**src/design/dfpd_pkg.sv**
```systemverilog
// Shared types and constants for the direction fair priority dispatcher.
`timescale 1ns / 1ps
package dfpd_pkg;

  localparam int DEF_TABLE_DEPTH  = 128;
  localparam int DEF_STARVE_LIMIT = 2;

  // command codes
  localparam logic CMD_ARRIVE   = 1'b0;
  localparam logic CMD_DISPATCH = 1'b1;

  // last grant direction codes
  localparam logic [1:0] DIR_NONE = 2'd0;
  localparam logic [1:0] DIR_EAST = 2'd1;
  localparam logic [1:0] DIR_WEST = 2'd2;

  localparam logic [1:0] RUN_MAX = 2'd3;

  typedef struct packed {
    logic [7:0]  id;
    logic        west;
    logic        prio;
    logic [31:0] stamp;
  } entry_t;

endpackage

```
**src/design/dfpd_cmp.sv**
```systemverilog
// Ranking compare: does the challenger displace the current best entry.
`timescale 1ns / 1ps
module dfpd_cmp (
  input  dfpd_pkg::entry_t challenger,
  input  dfpd_pkg::entry_t incumbent,
  input  logic [1:0]       last_dir,
  output logic             win
);
  import dfpd_pkg::*;

  always_comb begin
    if (challenger.prio != incumbent.prio) begin
      win = challenger.prio;
    end else if (challenger.west == incumbent.west) begin
      win = (challenger.stamp < incumbent.stamp) ||
            ((challenger.stamp == incumbent.stamp) && (challenger.id < incumbent.id));
    end else if (last_dir == DIR_NONE) begin
      win = challenger.west;
    end else begin
      // incumbent loses when it runs the same way as the last grant
      win = incumbent.west ? (last_dir == DIR_WEST) : (last_dir == DIR_EAST);
    end
  end

endmodule
```
**config.mk**
```make
export PLATFORM = sky130hd
export DESIGN_NAME = dfpd_cmp
export DESIGN_NICKNAME = d
export VERILOG_FILES = /design/src/design/dfpd_pkg.sv /design/src/design/dfpd_cmp.sv
export SDC_FILE = /design/constraint.sdc
export NUM_CORES = 1
export LEC_CHECK = 0
export BUFFER_PORTS_ARGS = -buffer_cell sky130_fd_sc_hd__buf_2
export CORE_MARGIN = 2
export CORE_UTILIZATION = 44
export DETAILED_ROUTE_END_ITERATION = 12
export PLACE_DENSITY = 0.95
export RECOVER_POWER = 100
export SYNTH_ARGS = -nofsm -noshare
export SYNTH_HDL_FRONTEND = slang
export SYNTH_SLANG_ARGS = --single-unit
```
**constraint.sdc**
```tcl
create_clock -name vclk -period 2.9
set_input_delay 0.435 -clock vclk [all_inputs]
set_output_delay 0.435 -clock vclk [all_outputs]
set_load 0.05 [all_outputs]
```
=== Word-level counts from Yosys, hierarchy flattened ===
Cells that the tools add are included.

* Mux-type cells: 4
* Equal/unequal tests: 5
* Reductions and logical operators: 3
* Magnitude comparators: 2

{| class="wikitable"
|+ Operator list
! operator !! count
|-
| equality test 32 bit || 1
|-
| less-than comparator 32 bit || 1
|-
| less-than comparator 8 bit || 1
|-
| two-way mux 1 bit || 4
|-
| equality test 2 x 1 -> 1 bit (second input constant) || 1
|-
| equality test 2 bit (second input constant) || 1
|-
| zero test 2 bit || 1
|-
| equality test 1 bit || 1
|-
| logical AND 1 bit || 1
|-
| logical OR 1 bit || 1
|-
| inequality test 1 bit || 1
|}

* Bits of input ports: 86
* Register bits after elaboration: 0
* Output and inout port bits: 1
* Word-level logic and storage cells: 14

=== Longest topological paths before layout ===
Gate-level depths: netlist of the first run.

* Word-level depth: 5
* Depth in mapped cells: 8
* Depth with buffers taken out: 8

=== Worst setup path before layout of the first run ===
OpenSTA, ideal clock, no wires.

* Kind: input-to-output
* Start point: input incumbent[1] in the netlist's numbering
* End point: output win
* Slack: 0.296 ns
* Data required time: 2.465 ns
* Arrival time: 2.169 ns
* Cell stages on the path: 8
* Path buffers: 0
* Cells stage by stage: inv_1 -> ha_1 -> nor2b_1 -> o211ai_2 -> a21oi_1 -> o31ai_1 -> nand4_1 -> o211ai_1

* Longest elaborated chain between the ends: 5
* Elaborated cells on any way between the ends: 6
* Classes of those cells: 1 x order compare; 1 x eq/ne; 2 x mux; 2 x reduce/logical

{| class="wikitable"
|+ Ends and longest elaborated chain
! item !! line !! RTL
|-
| start: declaration || dfpd_cmp.sv:5 || <nowiki>input dfpd_pkg::entry_t incumbent,</nowiki>
|-
| parallel branches: the longest is 2 deep, another holds less-than comparator 32 bit || - ||
|-
| logical OR 1 bit * || dfpd_cmp.sv:15 || <nowiki>win = (challenger.stamp < incumbent.stamp) ||</nowiki>
|-
| two-way mux 1 bit * || dfpd_cmp.sv:14 || <nowiki>end else if (challenger.west == incumbent.west) begin</nowiki>
|-
| two-way mux 1 bit * || dfpd_cmp.sv:12 || <nowiki>if (challenger.prio != incumbent.prio) begin</nowiki>
|-
| end: declaration || dfpd_cmp.sv:7 || <nowiki>output logic win</nowiki>
|}

Every way passes the cells marked *.

=== Worst setup path in the final report of the first run ===
* Start point: input challenger[1] in the netlist's numbering
* End point: output win

* Longest elaborated chain between the ends: 5
* Elaborated cells on any way between the ends: 6
* Classes of those cells: 1 x order compare; 1 x eq/ne; 2 x mux; 2 x reduce/logical

{| class="wikitable"
|+ Ends and longest elaborated chain
! item !! line !! RTL
|-
| start: declaration || dfpd_cmp.sv:4 || <nowiki>input dfpd_pkg::entry_t challenger,</nowiki>
|-
| parallel branches: the longest is 2 deep, another holds less-than comparator 32 bit || - ||
|-
| logical OR 1 bit * || dfpd_cmp.sv:15 ||
|-
| two-way mux 1 bit * || dfpd_cmp.sv:14 ||
|-
| two-way mux 1 bit * || dfpd_cmp.sv:12 ||
|}

Marked as above.

==> results of run 1 <==
## cell families (layout without fill, tap and decap cells)
kind of cell | Yosys count | count (layout)
compound gates | 33 | 33
xor+xnor | 1 | 1
fa+ha+maj | 40 | 40
buf+inv | 40 | 127
simple gates | 28 | 28
## through the flow
step | cells | power (mW) | util | instance area, sq um | hold slack [ns]
3_3_place_gp | 257 | 0.1769 | 0.6776 | 1499 | 1.393
6_report | 257 | 0.1835 | 0.6776 | 1499 | 1.428
2_1_floorplan | 142 | 0.1019 | - | 1028 | 1.412
3_5_place_dp | 257 | 0.1848 | 0.6776 | 1499 | 1.402
4_1_cts | 257 | 0.1863 | 0.6776 | 1499 | 1.402
5_1_grt | 257 | 0.2121 | 0.6776 | 1499 | 1.496
## where the power goes
group / internal, mW / switching (mW) / leakage [nW]
clock network: 0 / 0 / 0
registers: 0 / 0 / 0
logic: 0.0973 / 0.0862 / 0.987
total: 0.0973 / 0.0862 / 0.987
## per-layer routing
layer | share of wire | global-route usage
met5 | 0 | 0
met3 | 0.076 | 0.002857
met1 | 0.38 | 0.2024
met4 | 0.0062 | 0.01282
met2 | 0.54 | 0.4083
## layout by cell type, fill, tap and decap left out, drive strengths merged
cell type | Yosys | layout
nand3 | 4 | 4
xor2 | 1 | 1
a21o | 5 | 5
nor4 | 2 | 2
o21ai | 3 | 3
o2111ai | 1 | 1
and2 | 1 | 1
nand2 | 2 | 2
nor2 | 4 | 4
a211oi | 1 | 1
o31ai | 2 | 2
nor2b | 3 | 3
buf | 0 | 86
nand2b | 1 | 1
ha | 39 | 39
a21boi | 2 | 2
a21oi | 16 | 16
clkbuf | 0 | 1
o21bai | 1 | 1
o211ai | 2 | 2
inv | 40 | 40
nor4bb | 1 | 1
maj3 | 1 | 1
nand4 | 10 | 10
## critical path, cell delays in order
cell and delay, ns:
sky130_fd_sc_hd__buf_2 0.10, sky130_fd_sc_hd__ha_1 0.29, sky130_fd_sc_hd__nor2b_1 0.14, sky130_fd_sc_hd__o211ai_2 0.12
sky130_fd_sc_hd__a21oi_1 0.08, sky130_fd_sc_hd__o31ai_1 0.26, sky130_fd_sc_hd__nand4_1 0.12, sky130_fd_sc_hd__o211ai_1 0.17
sky130_fd_sc_hd__clkbuf_2 0.30
## worst paths after layout
path	to	depth (start not counted)	slack, ns
setup / recovery	win	9	0.45
hold / removal	win	4	1.43
## final cells by class
type                       count  area (sq um)  area share
tap                           28         35.03     0.02337
timing repair buffer          87         435.4      0.2905
multi-input combinational    102         878.3      0.5860
inverter                      40         150.1      0.1002
==> run_results.csv, run 1 <==
group,metric,value,unit
yosys,synth.yosys.warnings,0,
placed_design,total_of_buffers_placed_on_input_and_output_ports,87,
global_route,grtUsageTotal,0.1883,
die,die_height,52.35,microns
die,die_x,52.35,microns
sta,period_minus_slack,2.454,ns
sta,layout_worst_path_cycle_share,0.8463,
final_layout,post_route_cells_drive_above_1_share,0.3886,
yosys,netlist_instances,142,
yosys,synth_compound_gate_area_share,0.2007,
final_layout,clock_buffer_count,0,
power,cellLeakagePower,0.9866,nW
final_layout,ff_latch_area,0,sq um
yosys,avgSynthCellArea,7.243,sq um
final_layout,antennaDiodeCount,0,
sta,worstMarginPinSlew,0.2844,ns
sta,max_slew_margin,0.8112,
min_path,hold_path_class,"in -> out",
sta,drv_slew,0,
global_route,grt_pass1_wl,4126,microns
die,boundaryPins,87,
yosys,postSynthNetCount,267,
yosys,syn_area,1028,sq um
worst_setup_path,arrival,2.02,ns
power,cellPowerDensity,122.4,nW/um^2
sta,tns,0,ns
detailed_routing,via_count,1263,
run_status,outcome,"completed",
yosys,synth_top_family_by_area,"adder cells",
detailed_routing,first_pass_iters,4,
clocking,postCtsSetupBuffers,0,
detailed_routing,drt_iter0_markers,4,
job,max-cap-violations,0,
sta,fmax,407.4,MHz
yosys,netlist.top_cell.by_area,"sky130_fd_sc_hd__ha_1",
final_layout,fillerInstances,209,
clocking,post_cts_hold_buffer_count,0,
yosys,synth.most_common_cell,"sky130_fd_sc_hd__inv_1",
yosys,post_synth_and_or_nand_nor_area_fraction,0.1606,
yosys,synth-adder-area-share,0.4842,
final_layout,areaGrowthSynthToFinish,45.74,%
die,row_count,17,
worst_setup_path,critical_path_class,"in -> out",
yosys,sequential_area_share_after_synthesis,0,
die,placeableCoreArea,2212,sq um
yosys,ys_types,24,
worst_setup_path,critical_path.startpoint,"challenger[1]",
sta,finalHoldViolations,0,
sta,setup_repair_after_global_routing_missed_its_margin,"no",
final_layout,fin_nets,356,
worst_setup_path,critical_path_peak_fanout,2,
detailed_routing,total_length_of_routed_wires,2567,microns
yosys,synth-xor-area-share,0.008516,
power,power.ir.vdd_worst,0.00007721,V
global_route,via_count_of_the_first_global_routing_pass,1163,
placed_design,routabilityCongestion,0.7294,
worst_setup_path,worstPathRequired,2.47,ns
global_route,grt_start_max_net_pins,4,
detailed_routing,routedWlPerCell,9.988,microns
min_path,min_from,"incumbent[32]",
detailed_routing,drc,0,
sta,final_worst_setup_slack,0.4457,ns
die,design.die.area,2740,sq um
yosys,post-synth-top-area-fraction,0.4745,
final_layout,flops_and_latches,0,
detailed_routing,post_drt_via_cell_ratio,4.914,
detailed_routing,antenna_violating_nets_post_route,0,
sta,report.final.setup_viol,0,
worst_setup_path,cp-start-kind,"input pin",
worst_setup_path,setup.worst_path.end_class,"output port",
yosys,post_synth_main_area_contributors,"sky130_fd_sc_hd__ha_1 (47%), sky130_fd_sc_hd__inv_1 (15%), sky130_fd_sc_hd__a21oi_1 (7.8%), sky130_fd_sc_hd__nand4_1 (6.1%), sky130_fd_sc_hd__a21o_1 (3.6%)",
die,initial_utilization,0.4649,
placed_design,detailedPlacementHpwl,2493,microns
global_route,grt_antenna_before_repair,0,
yosys,post_synth_mux_area_share,0,
placed_design,dp_slack,0.4633,ns
yosys,synth_common_cells,"sky130_fd_sc_hd__inv_1 (40), sky130_fd_sc_hd__ha_1 (39), sky130_fd_sc_hd__a21oi_1 (16)",
clocking,post_cts_resize_count,0,
global_route,grt_overflow_total,0,
(Power assumes the default switching activity.)
==> inputs of run 2 (changes only) <==
--- a/config.mk
+++ b/config.mk
@@ -7,7 +7,7 @@
 export LEC_CHECK = 0
 export BUFFER_PORTS_ARGS = -buffer_cell sky130_fd_sc_hd__buf_2
 export CORE_MARGIN = 2
-export CORE_UTILIZATION = 44
+export CORE_UTILIZATION = 41
 export DETAILED_ROUTE_END_ITERATION = 12
 export PLACE_DENSITY = 0.95
 export RECOVER_POWER = 100
==> constraint.sdc (replaced) <==
create_clock -name vclk -period 2.5
set_input_delay 0.375 -clock vclk [all_inputs]
set_output_delay 0.375 -clock vclk [all_outputs]
set_load 0.05 [all_outputs]
==> run_results.csv, run 2 (synthesized netlist as in run 1, its figures left out) <==
group,metric,value,unit
run_status,outcome,"completed",
worst_setup_path,worstPathRequired,2.12,ns
sta,finalHoldWorstSlack,1.288,ns
global_route,grt_pass1_wl,3877,microns
sta,drv_slew,0,
worst_setup_path,arrival,1.97,ns
global_route,grt_start_max_net_pins,4,
detailed_routing,routedWlPerCell,9.927,microns
sta,setup_repair_after_global_routing_missed_its_margin,"no",
power,power_switching_share,0.4702,
die,row_count,18,
die,design.die.area,2925,sq um
worst_setup_path,cp-start-kind,"input pin",
sta,report.final.setup_viol,0,
placed_design,numPlacedInstances,259,
detailed_routing,post_drt_via_cell_ratio,4.869,
global_route,grtUsageTotal,0.1684,
clocking,post_cts_hold_buffer_count,0,
final_layout,antennaDiodeCount,0,
placed_design,total_of_buffers_placed_on_input_and_output_ports,87,
sta,period_minus_slack,2.342,ns
die,initial_utilization,0.4228,
power,cellPowerDensity,141.7,nW/um^2
die,die_x,54.09,microns
detailed_routing,total_length_of_routed_wires,2571,microns
detailed_routing,via_count,1261,
global_route,grt_antenna_before_repair,0,
final_layout,flops_and_latches,0,
die,placeableCoreArea,2432,sq um
final_layout,clock_buffer_count,0,
final_layout,layout_commonest_cell,"sky130_fd_sc_hd__buf_2",
power,clock_power_share,0,
sta,worstMarginPinSlew,0.2558,ns
power,power_total,0.2128,mW
worst_setup_path,critical_path_class,"in -> out",
sta,fmax,426.9,MHz
detailed_routing,first_pass_iters,2,
final_layout,areaGrowthSynthToFinish,45.99,%
final_layout,leading_cell_types_in_the_layout_fill_and_taps_excluded,"sky130_fd_sc_hd__buf_2 (87), sky130_fd_sc_hd__inv_1 (40), sky130_fd_sc_hd__ha_1 (39)",
sta,tns,0,ns
global_route,grt_overflow_total,0,
final_layout,finish.cell_count_without_fillers,259,
power,pwr-share-seq,0,
placed_design,detailedPlacementHpwl,2514,microns
die,die_height,54.09,microns
power,cellLeakagePower,0.9864,nW
final_layout,fin_nets,356,
worst_setup_path,critical_path_peak_fanout,2,
final_layout,ff_latch_area,0,sq um
die,boundaryPins,87,
sta,layout_worst_path_cycle_share,0.9369,
global_route,via_count_of_the_first_global_routing_pass,1145,
worst_setup_path,setup.worst_path.end_class,"output port",
power,internal_power,0.1127,mW
placed_design,routabilityCongestion,0.6650,
clocking,postCtsSetupBuffers,0,
placed_design,placement.cell_area,1501,sq um
sta,max_slew_margin,0.8280,
clocking,post_cts_resize_count,0,
job,max-cap-violations,0,
power,power_switching,0.1001,mW
detailed_routing,drt_iter0_markers,2,
power,share_comb_of_total_power,1.000,
detailed_routing,antenna_violating_nets_post_route,0,
detailed_routing,drc,0,
min_path,hold_path_class,"in -> out",
final_layout,post_route_cells_drive_above_1_share,0.3886,
sta,finalHoldViolations,0,
power,power.ir.vdd_worst,0.00007687,V
final_layout,final_design_area_no_fill,1501,sq um
## run 2: cell count changes in the layout (fill, tap and decap cells not counted)
cell                       previous run  this run
sky130_fd_sc_hd__buf_2               86        87
sky130_fd_sc_hd__clkbuf_2             1         0
## run 2: per-stage QoR
stage          setup slack (ns)    util
2_1_floorplan           0.01563       -
3_3_place_gp             0.2188  0.6173
3_5_place_dp             0.1408  0.6173
4_1_cts                  0.1406  0.6173
5_1_grt                 0.01304  0.6173
6_report                 0.1577  0.6173
## run 2: layer usage
layer,GRT usage,share of wire
met5,0,0
met1,0.1667,0.36
met4,0.04167,0.011
met2,0.3618,0.54
met3,0.01389,0.085
## run 2: worst paths after layout
kind     startpoint  end  slack, ns  depth (start not counted)
max   challenger[1]  win       0.16                          9
min   incumbent[32]  win       1.29                          4
## run 2: critical path, stage by stage
cell and delay (ns):
sky130_fd_sc_hd__buf_2 0.10, sky130_fd_sc_hd__ha_1 0.31, sky130_fd_sc_hd__nor2b_1 0.15, sky130_fd_sc_hd__o211ai_2 0.13
sky130_fd_sc_hd__a21oi_1 0.09, sky130_fd_sc_hd__o31ai_1 0.24, sky130_fd_sc_hd__nand4_1 0.12, sky130_fd_sc_hd__o211ai_1 0.16
sky130_fd_sc_hd__buf_2 0.29
## run 2: area by class of cell
class	count	area, sq um
inverters	40	150.1
multi-input cells	102	878.3
fillers	236	930.9
repair buffers	87	435.4
well taps	30	37.54
## run 2: power by group through the flow
stage	sequential (mW)	combinational, mW	clock (mW)
after floorplan	0	0.118	0
after detailed placement	0	0.215	0
after global placement	0	0.207	0
after global routing	0	0.247	0
after CTS	0	0.216	0
final	0	0.213	0
